**config.mk**
```make
export PLATFORM = sky130hd
export DESIGN_NAME = lbc_round_cell
export DESIGN_NICKNAME = d
export VERILOG_FILES = /design/src/hw/rtl/lbc_pkg.sv /design/src/hw/rtl/lbc_round_cell.sv
export SDC_FILE = /design/constraint.sdc
export NUM_CORES = 1
export LEC_CHECK = 0
export BUFFER_PORTS_ARGS = -buffer_cell sky130_fd_sc_hd__buf_2
export CORE_ASPECT_RATIO = 1.1
export CORE_UTILIZATION = 58
export DETAILED_ROUTE_END_ITERATION = 12
export HOLD_SLACK_MARGIN = 0.15
export PLACE_DENSITY = 0.95
export RECOVER_POWER = 100
export SLEW_MARGIN = 30
export SYNTH_ARGS = -nofsm -noshare
export SYNTH_HDL_FRONTEND = slang
export SYNTH_SLANG_ARGS = --single-unit
```
**constraint.sdc**
```tcl
create_clock -name clk -period 5.7 [get_ports clk]
set_input_delay 0.57 -clock clk [delete_from_list [all_inputs] [get_ports clk]]
set_output_delay 0.57 -clock clk [all_outputs]
set_load 0.05 [all_outputs]
```
**src/hw/rtl/lbc_pkg.sv**
```systemverilog
// Shared types, constants and round functions for the lightweight block cipher.
package lbc_pkg;

  localparam int Rounds = 32;

  typedef logic [7:0][7:0] state_t;
  typedef logic [3:0][7:0] rkey_t;

  localparam logic [1:0] CfgKeyHigh = 2'd0;
  localparam logic [1:0] CfgKeyLow  = 2'd1;

  localparam logic [7:0] Delta [128] = '{
    8'h5A, 8'h6D, 8'h36, 8'h1B, 8'h0D, 8'h06, 8'h03, 8'h41,
    8'h60, 8'h30, 8'h18, 8'h4C, 8'h66, 8'h33, 8'h59, 8'h2C,
    8'h56, 8'h2B, 8'h15, 8'h4A, 8'h65, 8'h72, 8'h39, 8'h1C,
    8'h4E, 8'h67, 8'h73, 8'h79, 8'h3C, 8'h5E, 8'h6F, 8'h37,
    8'h5B, 8'h2D, 8'h16, 8'h0B, 8'h05, 8'h42, 8'h21, 8'h50,
    8'h28, 8'h54, 8'h2A, 8'h55, 8'h6A, 8'h75, 8'h7A, 8'h7D,
    8'h3E, 8'h5F, 8'h2F, 8'h17, 8'h4B, 8'h25, 8'h52, 8'h29,
    8'h14, 8'h0A, 8'h45, 8'h62, 8'h31, 8'h58, 8'h6C, 8'h76,
    8'h3B, 8'h1D, 8'h0E, 8'h47, 8'h63, 8'h71, 8'h78, 8'h7C,
    8'h7E, 8'h7F, 8'h3F, 8'h1F, 8'h0F, 8'h07, 8'h43, 8'h61,
    8'h70, 8'h38, 8'h5C, 8'h6E, 8'h77, 8'h7B, 8'h3D, 8'h1E,
    8'h4F, 8'h27, 8'h53, 8'h69, 8'h34, 8'h1A, 8'h4D, 8'h26,
    8'h13, 8'h49, 8'h24, 8'h12, 8'h09, 8'h04, 8'h02, 8'h01,
    8'h40, 8'h20, 8'h10, 8'h08, 8'h44, 8'h22, 8'h11, 8'h48,
    8'h64, 8'h32, 8'h19, 8'h0C, 8'h46, 8'h23, 8'h51, 8'h68,
    8'h74, 8'h3A, 8'h5D, 8'h2E, 8'h57, 8'h6B, 8'h35, 8'h5A
  };

  function automatic logic [7:0] rotl8(input logic [7:0] v, input int n);
    rotl8 = (v << n) | (v >> (8 - n));
  endfunction

  function automatic logic [7:0] fa(input logic [7:0] v);
    fa = rotl8(v, 1) ^ rotl8(v, 2) ^ rotl8(v, 7);
  endfunction

  function automatic logic [7:0] fb(input logic [7:0] v);
    fb = rotl8(v, 3) ^ rotl8(v, 4) ^ rotl8(v, 6);
  endfunction

  // Subkey n is a master key byte plus a delta byte; n is a constant.
  function automatic logic [7:0] subkey(input logic [127:0] key, input int n);
    int i;
    int j;
    int m;
    i = n / 16;
    j = n % 16;
    if (j < 8) m = (j - i) & 7;
    else m = ((j - 8 - i) & 7) + 8;
    subkey = key[8*m +: 8] + Delta[n];
  endfunction

endpackage

```
**src/hw/rtl/lbc_round_cell.sv**
```systemverilog
// One round cell of the cipher pipeline, encrypting or decrypting per item.
module lbc_round_cell (
  input  logic            clk,
  input  logic            rst,
  input  logic            en,
  input  logic            valid_in,
  input  logic            dec_in,
  input  lbc_pkg::state_t st_in,
  input  lbc_pkg::rkey_t  sk_enc,
  input  lbc_pkg::rkey_t  sk_dec,
  output logic            valid_out,
  output logic            dec_out,
  output lbc_pkg::state_t st_out
);
  import lbc_pkg::*;

  state_t t;
  state_t s;
  state_t st_next;

  // The state is kept rotated so every round works on fixed byte lanes.
  always_comb begin
    t = st_in;
    s = st_in;
    st_next = st_in;
    if (!dec_in) begin
      t[7] = st_in[7] ^ (fa(st_in[6]) + sk_enc[3]);
      t[5] = st_in[5] + (fb(st_in[4]) ^ sk_enc[2]);
      t[3] = st_in[3] ^ (fa(st_in[2]) + sk_enc[1]);
      t[1] = st_in[1] + (fb(st_in[0]) ^ sk_enc[0]);
      for (int i = 0; i < 8; i++) st_next[i] = t[(i + 7) % 8];
    end else begin
      for (int i = 0; i < 8; i++) s[i] = st_in[(i + 1) % 8];
      st_next = s;
      st_next[1] = s[1] - (fb(s[0]) ^ sk_dec[0]);
      st_next[3] = s[3] ^ (fa(s[2]) + sk_dec[1]);
      st_next[5] = s[5] - (fb(s[4]) ^ sk_dec[2]);
      st_next[7] = s[7] ^ (fa(s[6]) + sk_dec[3]);
    end
  end

  always_ff @(posedge clk) begin
    if (rst) begin
      valid_out <= 1'b0;
    end else if (en) begin
      valid_out <= valid_in;
    end
  end

  always_ff @(posedge clk) begin
    if (en) begin
      dec_out <= dec_in;
      st_out  <= st_next;
    end
  end

endmodule

```
==> results_dict.tcl, run 1 <==
set metrics [dict create \
    yosysTopAreaCell "edfxtp_1" \
    crit_arrival_ns 4.02 \
    final-instance-count-excl-fill 1022 \
    clk_pin_slew_ns 0.06 \
    fin_skew_ns 0 \
    antenna_cells 0 \
    ys_seq_area_share_pct 29.20 \
    yosysUniqueCellTypes 40 \
    yosysMostFrequentCell "xnor2_1" \
    routedWlPerCell_um 19.00 \
    fmax_mhz 261.9 \
    syn_area_um2 6753 \
    netlist.area_leader.share_pct 28.90 \
    cts_max_path_buffers 2 \
    cp-start-kind "input port" \
    total_leakage_power_nw 3.107 \
    placeableCoreArea_um2 11110 \
    port_buffers 198 \
    drc 0 \
    antenna_found_initial 0 \
    dieWidth_um 104.9 \
    track_usage_pct 32.63 \
    netlist_top_cells_count "xnor2_1 (201), edfxtp_1 (65), ha_1 (57)" \
    cts_resized 0 \
    synth.area.top_cells "edfxtp_1 (29%), xnor2_1 (26%), ha_1 (11%), xor2_1 (4.3%), o21ai_0 (3.3%)" \
    routed-via-count 5939 \
    nNetsFinal 1068 \
    finalSetupTns_ns 0 \
    post_cts_buffers 0 \
    violations "max-capacitance violations, max-slew violations" \
    io_pins 199 \
    routabilityCongestion 0.9819 \
    cts_root_buf "clkbuf_16" \
    synth_ff_type "edfxtp_1" \
    final.min_clock_period_ns 3.818 \
    dieArea_um2 12080 \
    synth_edf_count 65 \
    cts_sinks 66 \
    path_class "input port to flip-flop" \
    ant_nets 0 \
    max_slew.worst_pin.slew_ns 3.747 \
    worstHoldPathType "input port to flip-flop" \
    synth_cells 710 \
    grt_max_degree 67 \
    setup_viol 0 \
    htreeDepth 3 \
    path_max_fanout 46 \
    hold_viol_final 0 \
    rsz0062_at_grt "false" \
    cap_violations 3 \
    drt-initial-drc-count 433 \
    area_growth_pct 17.44 \
    grt_overflow 0 \
    start_util_pct 60.78 \
    finalMaxSlewViolations 160 \
    cts_tree "done" \
    firstDrtPassIters 5 \
    peakVddDrop_v 0.0001585 \
    required_ns 5.90 \
    grt_pass1_wl_mm 29.67 \
    avgSynthCellArea_um2 9.511 \
    seq_area_um2 1972 \
    multiInputGateArea_um2 4534 \
    end_kind "flip-flop" \
    ys_async_sr_fraction_pct 0 \
    drt-total-wl_mm 19.41 \
    hpwl_mm 15.15 \
    die_h_um 115.2 \
    cts_buffers 9 \
    vias_per_cell 5.811 \
    synth_seq_cells 66 \
    cts.hold.buffers_added 0 \
    p_per_area_nw_per_um2 326.1 \
    place_inst 1006 \
    drive_gt1_share_pct 18.51 \
    yosysWarnings 0 \
    fillerInstances 895 \
    clock_latency_ns 0.33 \
    synth_nets 908 \
    period_share_pct 66.99 \
    status "complete, but fails checks" \
    first_global_vias 5804 \
    relSlewSlack_pct -149.8 \
    rows 40 \
]
path summary, 6_finish.rpt:
kind / from / cells after the start / endpoint / slack (ns)
worst max register to register: valid_out$_SDFFE_PP0P_ / 2 / valid_out$_SDFFE_PP0P_ / 5.07
worst min register to register: valid_out$_SDFFE_PP0P_ / 2 / valid_out$_SDFFE_PP0P_ / 0.50
worst max-delay path: dec_in / 6 / st_out[14]$_DFFE_PP_ / 1.88
worst min-delay path: rst / 2 / valid_out$_SDFFE_PP0P_ / 0.39
layout by cell type (no fill, tap or decap), types with 3 or more instances in the layout:
cell,netlist,final
xor2_1,33,33
ha_1,57,57
o21ai_0,44,48
buf_2,17,128
o21bai_1,6,6
nor2b_1,4,4
xnor2_1,201,201
a211oi_1,10,10
fa_1,8,8
edfxtp_1,65,65
nand2b_1,5,5
o211ai_1,9,9
a21oi_1,40,40
nand3_1,5,5
clkinvlp_4,0,3
clkbuf_16,0,9
nand2_1,53,53
nor3_1,3,3
inv_1,8,9
clkbuf_1,31,72
a21o_1,13,13
o31ai_1,4,4
mux2_2,18,18
a31oi_1,4,4
or3_1,5,5
nor2_1,40,40
a221oi_1,3,3
worst max-delay path, cell delays in order:
cell and delay [ns]:
clkbuf_1 1.41, clkbuf_1 1.39, nand2_1 0.09, o32ai_1 0.32
a21oi_1 0.07, nand3_1 0.13
logic make-up (layout without fill, tap and decap cells):
group / after synthesis / after routing / share of synthesized area [%]
AOI/OAI and AO/OA: 145 / 145 / 12.84
xor gates and xnor gates: 234 / 234 / 30.35
adders and majority gates: 65 / 65 / 12.93
buffers and inverters: 60 / 225 / 3.650
DFF: 66 / 66 / 29.20
muxes: 20 / 20 / 3.372
and+or+nand+nor: 120 / 120 / 7.652
metal layers:
layer | routed length (µm) | vias to the layer above | track usage [%] | part of all wire, %
li1 | - | 2762 | - | -
met1 | 7497 | 2777 | 39.92 | 39
met2 | 9583 | 326 | 56.78 | 49
met3 | 1423 | 74 | 3.571 | 7.3
met4 | 909 | 0 | 18.12 | 4.7
met5 | 0 | - | 0 | 0
layout make-up:
| type | count | area share, % |
|---|---|---|
| Inverter | 9 | 0.4260 |
| Sequential cell | 66 | 24.87 |
| Clock inverter | 7 | 0.8836 |
| Multi-Input combinational cell | 584 | 57.18 |
| Timing Repair Buffer | 200 | 11.49 |
| Clock buffer | 9 | 2.840 |
| Tap cell | 147 | 2.319 |
state kept, by name, indices dropped and copies added, names as in the netlist:
signal,count
st_out,64
valid_out,1
dec_out,1
metrics by stage:
stage / setup slack (ns) / power [W] / hold WS [ns] / cell area [µm²] / util [%]
2_1_floorplan: 2.897 / 0.001714 / 0.6424 / 6753 / -
4_1_cts: 3.109 / 0.002597 / 0.3806 / 8025 / 72.23
3_3_place_gp: 2.865 / 0.002003 / 0.4684 / 7730 / 69.57
3_5_place_dp: 2.775 / 0.002036 / 0.4868 / 7730 / 69.57
5_1_grt: 1.530 / 0.002718 / 0.3887 / 7930 / 71.37
6_report: 1.882 / 0.002586 / 0.3873 / 7930 / 71.37
report_power, final:
group / total, W / switching [W] / leakage, nW / internal (W)
Clock: 0.000553 / 0.000216 / 0.135 / 0.000337
Sequential: 0.000679 / 0.0000280 / 0.644 / 0.000651
Combinational: 0.00135 / 0.000859 / 2.33 / 0.000495
Power figures use the tool's default switching activity.
==> run 2, diff against run 1 <==
--- a/config.mk
+++ b/config.mk
@@ -7,10 +7,10 @@
 export LEC_CHECK = 0
 export BUFFER_PORTS_ARGS = -buffer_cell sky130_fd_sc_hd__buf_2
 export CORE_ASPECT_RATIO = 1.1
-export CORE_UTILIZATION = 58
+export CORE_UTILIZATION = 48
 export DETAILED_ROUTE_END_ITERATION = 12
 export HOLD_SLACK_MARGIN = 0.15
-export PLACE_DENSITY = 0.95
+export PLACE_DENSITY = 0.88
 export RECOVER_POWER = 100
 export SLEW_MARGIN = 30
 export SYNTH_ARGS = -nofsm -noshare
==> constraint.sdc (replaced) <==
create_clock -name clk -period 3.23 [get_ports clk]
set_input_delay 0.323 -clock clk [delete_from_list [all_inputs] [get_ports clk]]
set_output_delay 0.323 -clock clk [all_outputs]
set_load 0.05 [all_outputs]
==> run 2 against run 1 <==
Compared with the run above: the run still ends with max-capacitance violations, max-slew violations left; largest power group unchanged; setup slack got worse by 1.3 ns; routed wire length shrank 0.35%; final cell count increased by 4.2%; critical endpoint unchanged; clock skew stayed put; global-route usage is 5.6 points lower; combinational power increased by 76%; critical path depth shrank 1.
==> results_dict.tcl, run 2 (synthesized netlist as in run 1, its figures left out) <==
set metrics [dict create \
    status "complete, but fails checks" \
    violations "max-capacitance violations, max-slew violations" \
    fmax_mhz 383.8 \
    fin_skew_ns 0 \
    antenna_cells 0 \
    placeableCoreArea_um2 13790 \
    top_regs "st_out x64, dec_out x1, valid_out x1" \
    crit_arrival_ns 2.80 \
    largest_register_ffs 64 \
    post_cts_buffers 0 \
    cts_sinks 66 \
    finalSetupTns_ns 0 \
    rsz0062_at_grt "false" \
    r2r_slack_ns 2.66 \
    routed-via-count 5769 \
    cap_violations 2 \
    vias_per_cell 5.417 \
    peakVddDrop_v 0.0002741 \
    htreeDepth 3 \
    hold_viol_final 0 \
    drt-total-wl_mm 19.35 \
    regMostFlops "st_out" \
    routedWlPerCell_um 18.17 \
    setup_viol 0 \
    path_class "input port to flip-flop" \
    first_global_vias 5424 \
    cts_root_buf "clkbuf_16" \
    finalMaxSlewViolations 69 \
    mostFrequentLayoutCells "xnor2_1 (201), buf_2 (125), clkbuf_1 (75), edfxtp_1 (65), ha_1 (57)" \
    r2r_end "valid_out$_SDFFE_PP0P_" \
    final.min_clock_period_ns 2.605 \
    worstReg2RegStart "valid_out$_SDFFE_PP0P_" \
    ant_nets 0 \
    cp-start-kind "input port" \
    hpwl_mm 15.18 \
    grt_pass1_wl_mm 29.29 \
    nNetsFinal 1070 \
    clk_pin_slew_ns 0.06 \
    max_slew.worst_pin.slew_ns 2.053 \
    port_buffers 198 \
    worstHoldPathType "input port to flip-flop" \
    min_path_cells 3 \
    post-route-util_pct 57.87 \
    cts_buffers 9 \
    relSlewSlack_pct -36.84 \
    rows 45 \
    antenna_found_initial 0 \
    period_share_pct 80.66 \
    required_ns 3.42 \
    grt_max_degree 40 \
    fillerInstances 1226 \
    end_kind "flip-flop" \
    firstDrtPassIters 5 \
    path_max_fanout 39 \
    reg2reg_depth 2 \
    track_usage_pct 26.98 \
    hp-start "valid_in" \
    area_growth_pct 18.21 \
    drt-initial-drc-count 549 \
    p_per_area_nw_per_um2 561.8 \
    drc 0 \
    grt_overflow 0 \
    clock_latency_ns 0.32 \
    io_pins 199 \
    hold_path_end "valid_out$_SDFFE_PP0P_" \
    dieWidth_um 115.1 \
    start_util_pct 48.95 \
    dieArea_um2 14550 \
    mostFrequentLayoutCell "xnor2_1" \
    cts_max_path_buffers 2 \
    cts_tree "done" \
    die_h_um 126.4 \
    routabilityCongestion 0.9056 \
    drive_gt1_share_pct 18.13 \
    total_leakage_power_nw 3.106 \
]
==> run 2: cell types whose count changed in the layout (fill, tap and decap cells not counted), sizes merged <==
cell / before / now
dlygate4sd3: 0 / 1
bufinv: 1 / 0
buf: 128 / 126
clkinvlp: 3 / 2
clkbuf: 81 / 86
==> run 2: critical path, stage by stage <==
cell and delay (ns):
clkbuf_1 1.08, clkbuf_2 0.81, nand3b_1 0.13, or3_1 0.33, nand3_1 0.09
==> run 2: what timing repair did <==
action                     in CTS  in global routing
hold buffers                    1                  0
hold endpoints to repair        1                  0
setup endpoints to repair       0                  0
gates resized for setup         0                  0
==> run 2: how the worst max path moves through the flow <==
stage          startpoint              endpoint  slack (ns)  cells after the start
6_report           dec_in  st_out[14]$_DFFE_PP_        0.62                      5
5_1_grt            dec_in  st_out[54]$_DFFE_PP_        0.39                      6
4_1_cts         st_in[37]  st_out[54]$_DFFE_PP_        0.93                     10
3_5_place_dp    st_in[37]  st_out[54]$_DFFE_PP_        0.59                     10
3_3_place_gp    st_in[37]  st_out[54]$_DFFE_PP_        0.62                     10
2_1_floorplan   st_in[37]  st_out[54]$_DFFE_PP_        0.67                     10
==> run 2: final cells by class <==
type | count | area, µm² | area share (%)
Sequential cell | 66 | 1972 | 24.70
Clock inverter | 5 | 30.03 | 0.3762
Inverter | 9 | 33.78 | 0.4232
Multi-Input combinational cell | 584 | 4531 | 56.76
Clock buffer | 11 | 242.7 | 3.041
Tap cell | 188 | 235.2 | 2.947
Timing Repair Buffer | 202 | 938.4 | 11.76
==> run 2: stage by stage <==
stage	setup WS, ns	std cells	total power (W)	hold slack (ns)	instance area, µm²
6_report	0.6246	1065	0.004484	0.2363	7983
5_1_grt	0.3927	1065	0.004737	0.2417	7983
4_1_cts	0.9324	1065	0.004533	0.2335	8084
3_5_place_dp	0.5863	1048	0.003593	0.4828	7801
3_3_place_gp	0.6220	1048	0.003565	0.4710	7801
2_1_floorplan	0.6745	710	0.003025	0.3954	6753
==> run 2: layer usage <==
layer | GRT usage [%] | wire [µm] | up-vias
li1 | - | - | 2763
met1 | 36.06 | 8173 | 2676
met2 | 44.44 | 9255 | 293
met3 | 4.013 | 1438 | 37
met4 | 9.167 | 479 | 0
met5 | 0 | 0 | -
==> run 2: power by group <==
group | total, W | internal, W | switching (W)
logic | 0.00237 | 0.000868 | 0.00150
clock network | 0.000917 | 0.000537 | 0.000380
registers | 0.00119 | 0.00115 | 0.0000490
total | 0.00448 | 0.00255 | 0.00193
==> run 3, diff against run 2 <==
==> constraint.sdc (replaced) <==
create_clock -name clk -period 2.3 [get_ports clk]
set_input_delay 0.23 -clock clk [delete_from_list [all_inputs] [get_ports clk]]
set_output_delay 0.23 -clock clk [all_outputs]
set_load 0.05 [all_outputs]
==> run 3 against run 2 <==
Compared with the run above: the flow now finishes without violations; clock-buffer cell count rose by 3; design area rose by 7.1%; power rose by 48%; register-to-register slack got worse by 1.5 ns; final cell count rose by 6.5%; global-route usage rose by 2.1 points; clock skew did not move; die area did not move; routed wire length rose by 6.8%; critical path type unchanged.
==> results_dict.tcl, run 3 (synthesized netlist as in run 1, its figures left out) <==
set metrics [dict create \
    port_buffers 198 \
    cts_root_buf "clkbuf_16" \
    place_ws_ns -0.1048 \
    finalMaxSlewViolations 0 \
    cts_buffers 9 \
    rsz0062_at_grt "false" \
    finalWorstSetupSlack_ns 0.1476 \
    post-route-util_pct 61.95 \
    largest_register_ffs 64 \
    clock_latency_ns 0.33 \
    dieWidth_um 115.1 \
    cp-start-kind "input port" \
    first_global_vias 5905 \
    track_usage_pct 29.07 \
    drt-total-wl_mm 20.66 \
    required_ns 2.38 \
    routedWlPerCell_um 18.22 \
    area_growth_pct 26.55 \
    regMostFlops "st_out" \
    cts_max_path_buffers 2 \
    setup_viol 0 \
    drt-initial-drc-count 455 \
    htreeDepth 3 \
    antenna_found_initial 1 \
    period_share_pct 93.58 \
    grt_max_degree 90 \
    grt_pass1_wl_mm 31.31 \
    worstHoldPathType "input port to flip-flop" \
    total_leakage_power_nw 3.451 \
    worstReg2RegStart "valid_out$_SDFFE_PP0P_" \
    path_max_fanout 4 \
    nNetsFinal 1138 \
    cap_violations 0 \
    vias_per_cell 5.377 \
    die_h_um 126.4 \
    finalSetupTns_ns 0 \
    ant_nets 0 \
    firstDrtPassIters 5 \
    holdWs_ns 0.2891 \
    path_class "input port to flip-flop" \
    end_kind "flip-flop" \
    crit_arrival_ns 2.23 \
    hp-start "st_in[23]" \
    relSlewSlack_pct 53.93 \
    routed-via-count 6097 \
    cts_sinks 66 \
    start_util_pct 48.95 \
    rows 45 \
    hold_viol_final 0 \
    grt_overflow 0 \
    fmax_mhz 464.6 \
    startpoint "st_in[13]" \
    fin_skew_ns 0 \
    post_cts_buffers 0 \
    place_inst 1115 \
    peakVddDrop_v 0.0003897 \
    placeableCoreArea_um2 13790 \
    max_slew.worst_pin.slew_ns 0.6940 \
    mostFrequentLayoutCell "xnor2_1" \
    drive_gt1_share_pct 23.70 \
    status "finished clean" \
    drc 0 \
    io_pins 199 \
    dieArea_um2 14550 \
    hpwl_mm 16.28 \
    routabilityCongestion 0.9495 \
    final.min_clock_period_ns 2.152 \
    mostFrequentLayoutCells "xnor2_1 (201), buf_2 (122), clkbuf_1 (80), edfxtp_1 (65), buf_4 (63)" \
    top_regs "st_out x64, dec_out x1, valid_out x1" \
    clk_pin_slew_ns 0.06 \
    p_per_area_nw_per_um2 778.3 \
    cts_tree "done" \
    final-instance-count-excl-fill 1134 \
]
run 3: changes by cell type in the layout (fill, tap and decap cells not counted), sizes merged:
cell | before | now
bufinv | 0 | 1
clkinv | 3 | 1
clkinvlp | 2 | 0
clkbuf | 86 | 95
dlygate4sd3 | 1 | 2
buf | 126 | 187
diode | 0 | 1
run 3: path summary, 6_finish.rpt:
path	to	slack, ns	cells after the start
worst min register to register	valid_out$_SDFFE_PP0P_	1.05	3
worst min-delay path	st_out[31]$_DFFE_PP_	0.29	2
worst max-delay path	st_out[14]$_DFFE_PP_	0.15	10
worst max register to register	valid_out$_SDFFE_PP0P_	1.16	3
run 3: area by class of cell:
cell class / count / area (µm²)
tap: 188 / 235.2
antenna: 1 / 2.502
multi-input combinational: 584 / 4541
fill: 1211 / 5249
clock buffer: 14 / 264.0
sequential: 66 / 1972
timing repair buffer: 270 / 1463
inverter: 9 / 33.78
clock inverter: 2 / 35.03
run 3: stage by stage:
step | cell area, µm² | total power (W)
6_report | 8546 | 0.006651
5_1_grt | 8546 | 0.007001
4_1_cts | 8650 | 0.006707
3_5_place_dp | 8330 | 0.005263
3_3_place_gp | 8330 | 0.005192
2_1_floorplan | 6773 | 0.004260
run 3: power by group:
part           internal, W  switching, W  leakage, nW  total, W
logic              0.00137       0.00218         2.66   0.00355
registers          0.00161     0.0000799        0.644   0.00169
clock network     0.000898      0.000513        0.147   0.00141
run 3: timing repair:
item	4_1_cts	5_1_grt
gates resized for setup	0	0
hold buffers	2	0
hold endpoints to repair	1	0
run 3: layer usage:
layer	vias up	GRT usage [%]	routed length, µm
li1	2911	-	-
met1	2851	36.88	8737
met2	272	48.80	9966
met3	63	2.771	1008
met4	0	15.28	953
met5	-	0	0
run 3: worst max-delay path: stages:
cell      delay (ns)
clkbuf_1        0.23
xor2_1          0.25
xnor2_1         0.12
ha_1            0.21
fa_1            0.38
nor2b_1         0.12
o21ai_0         0.12
a21boi_0        0.33
or3_1           0.17
nand3_1         0.07
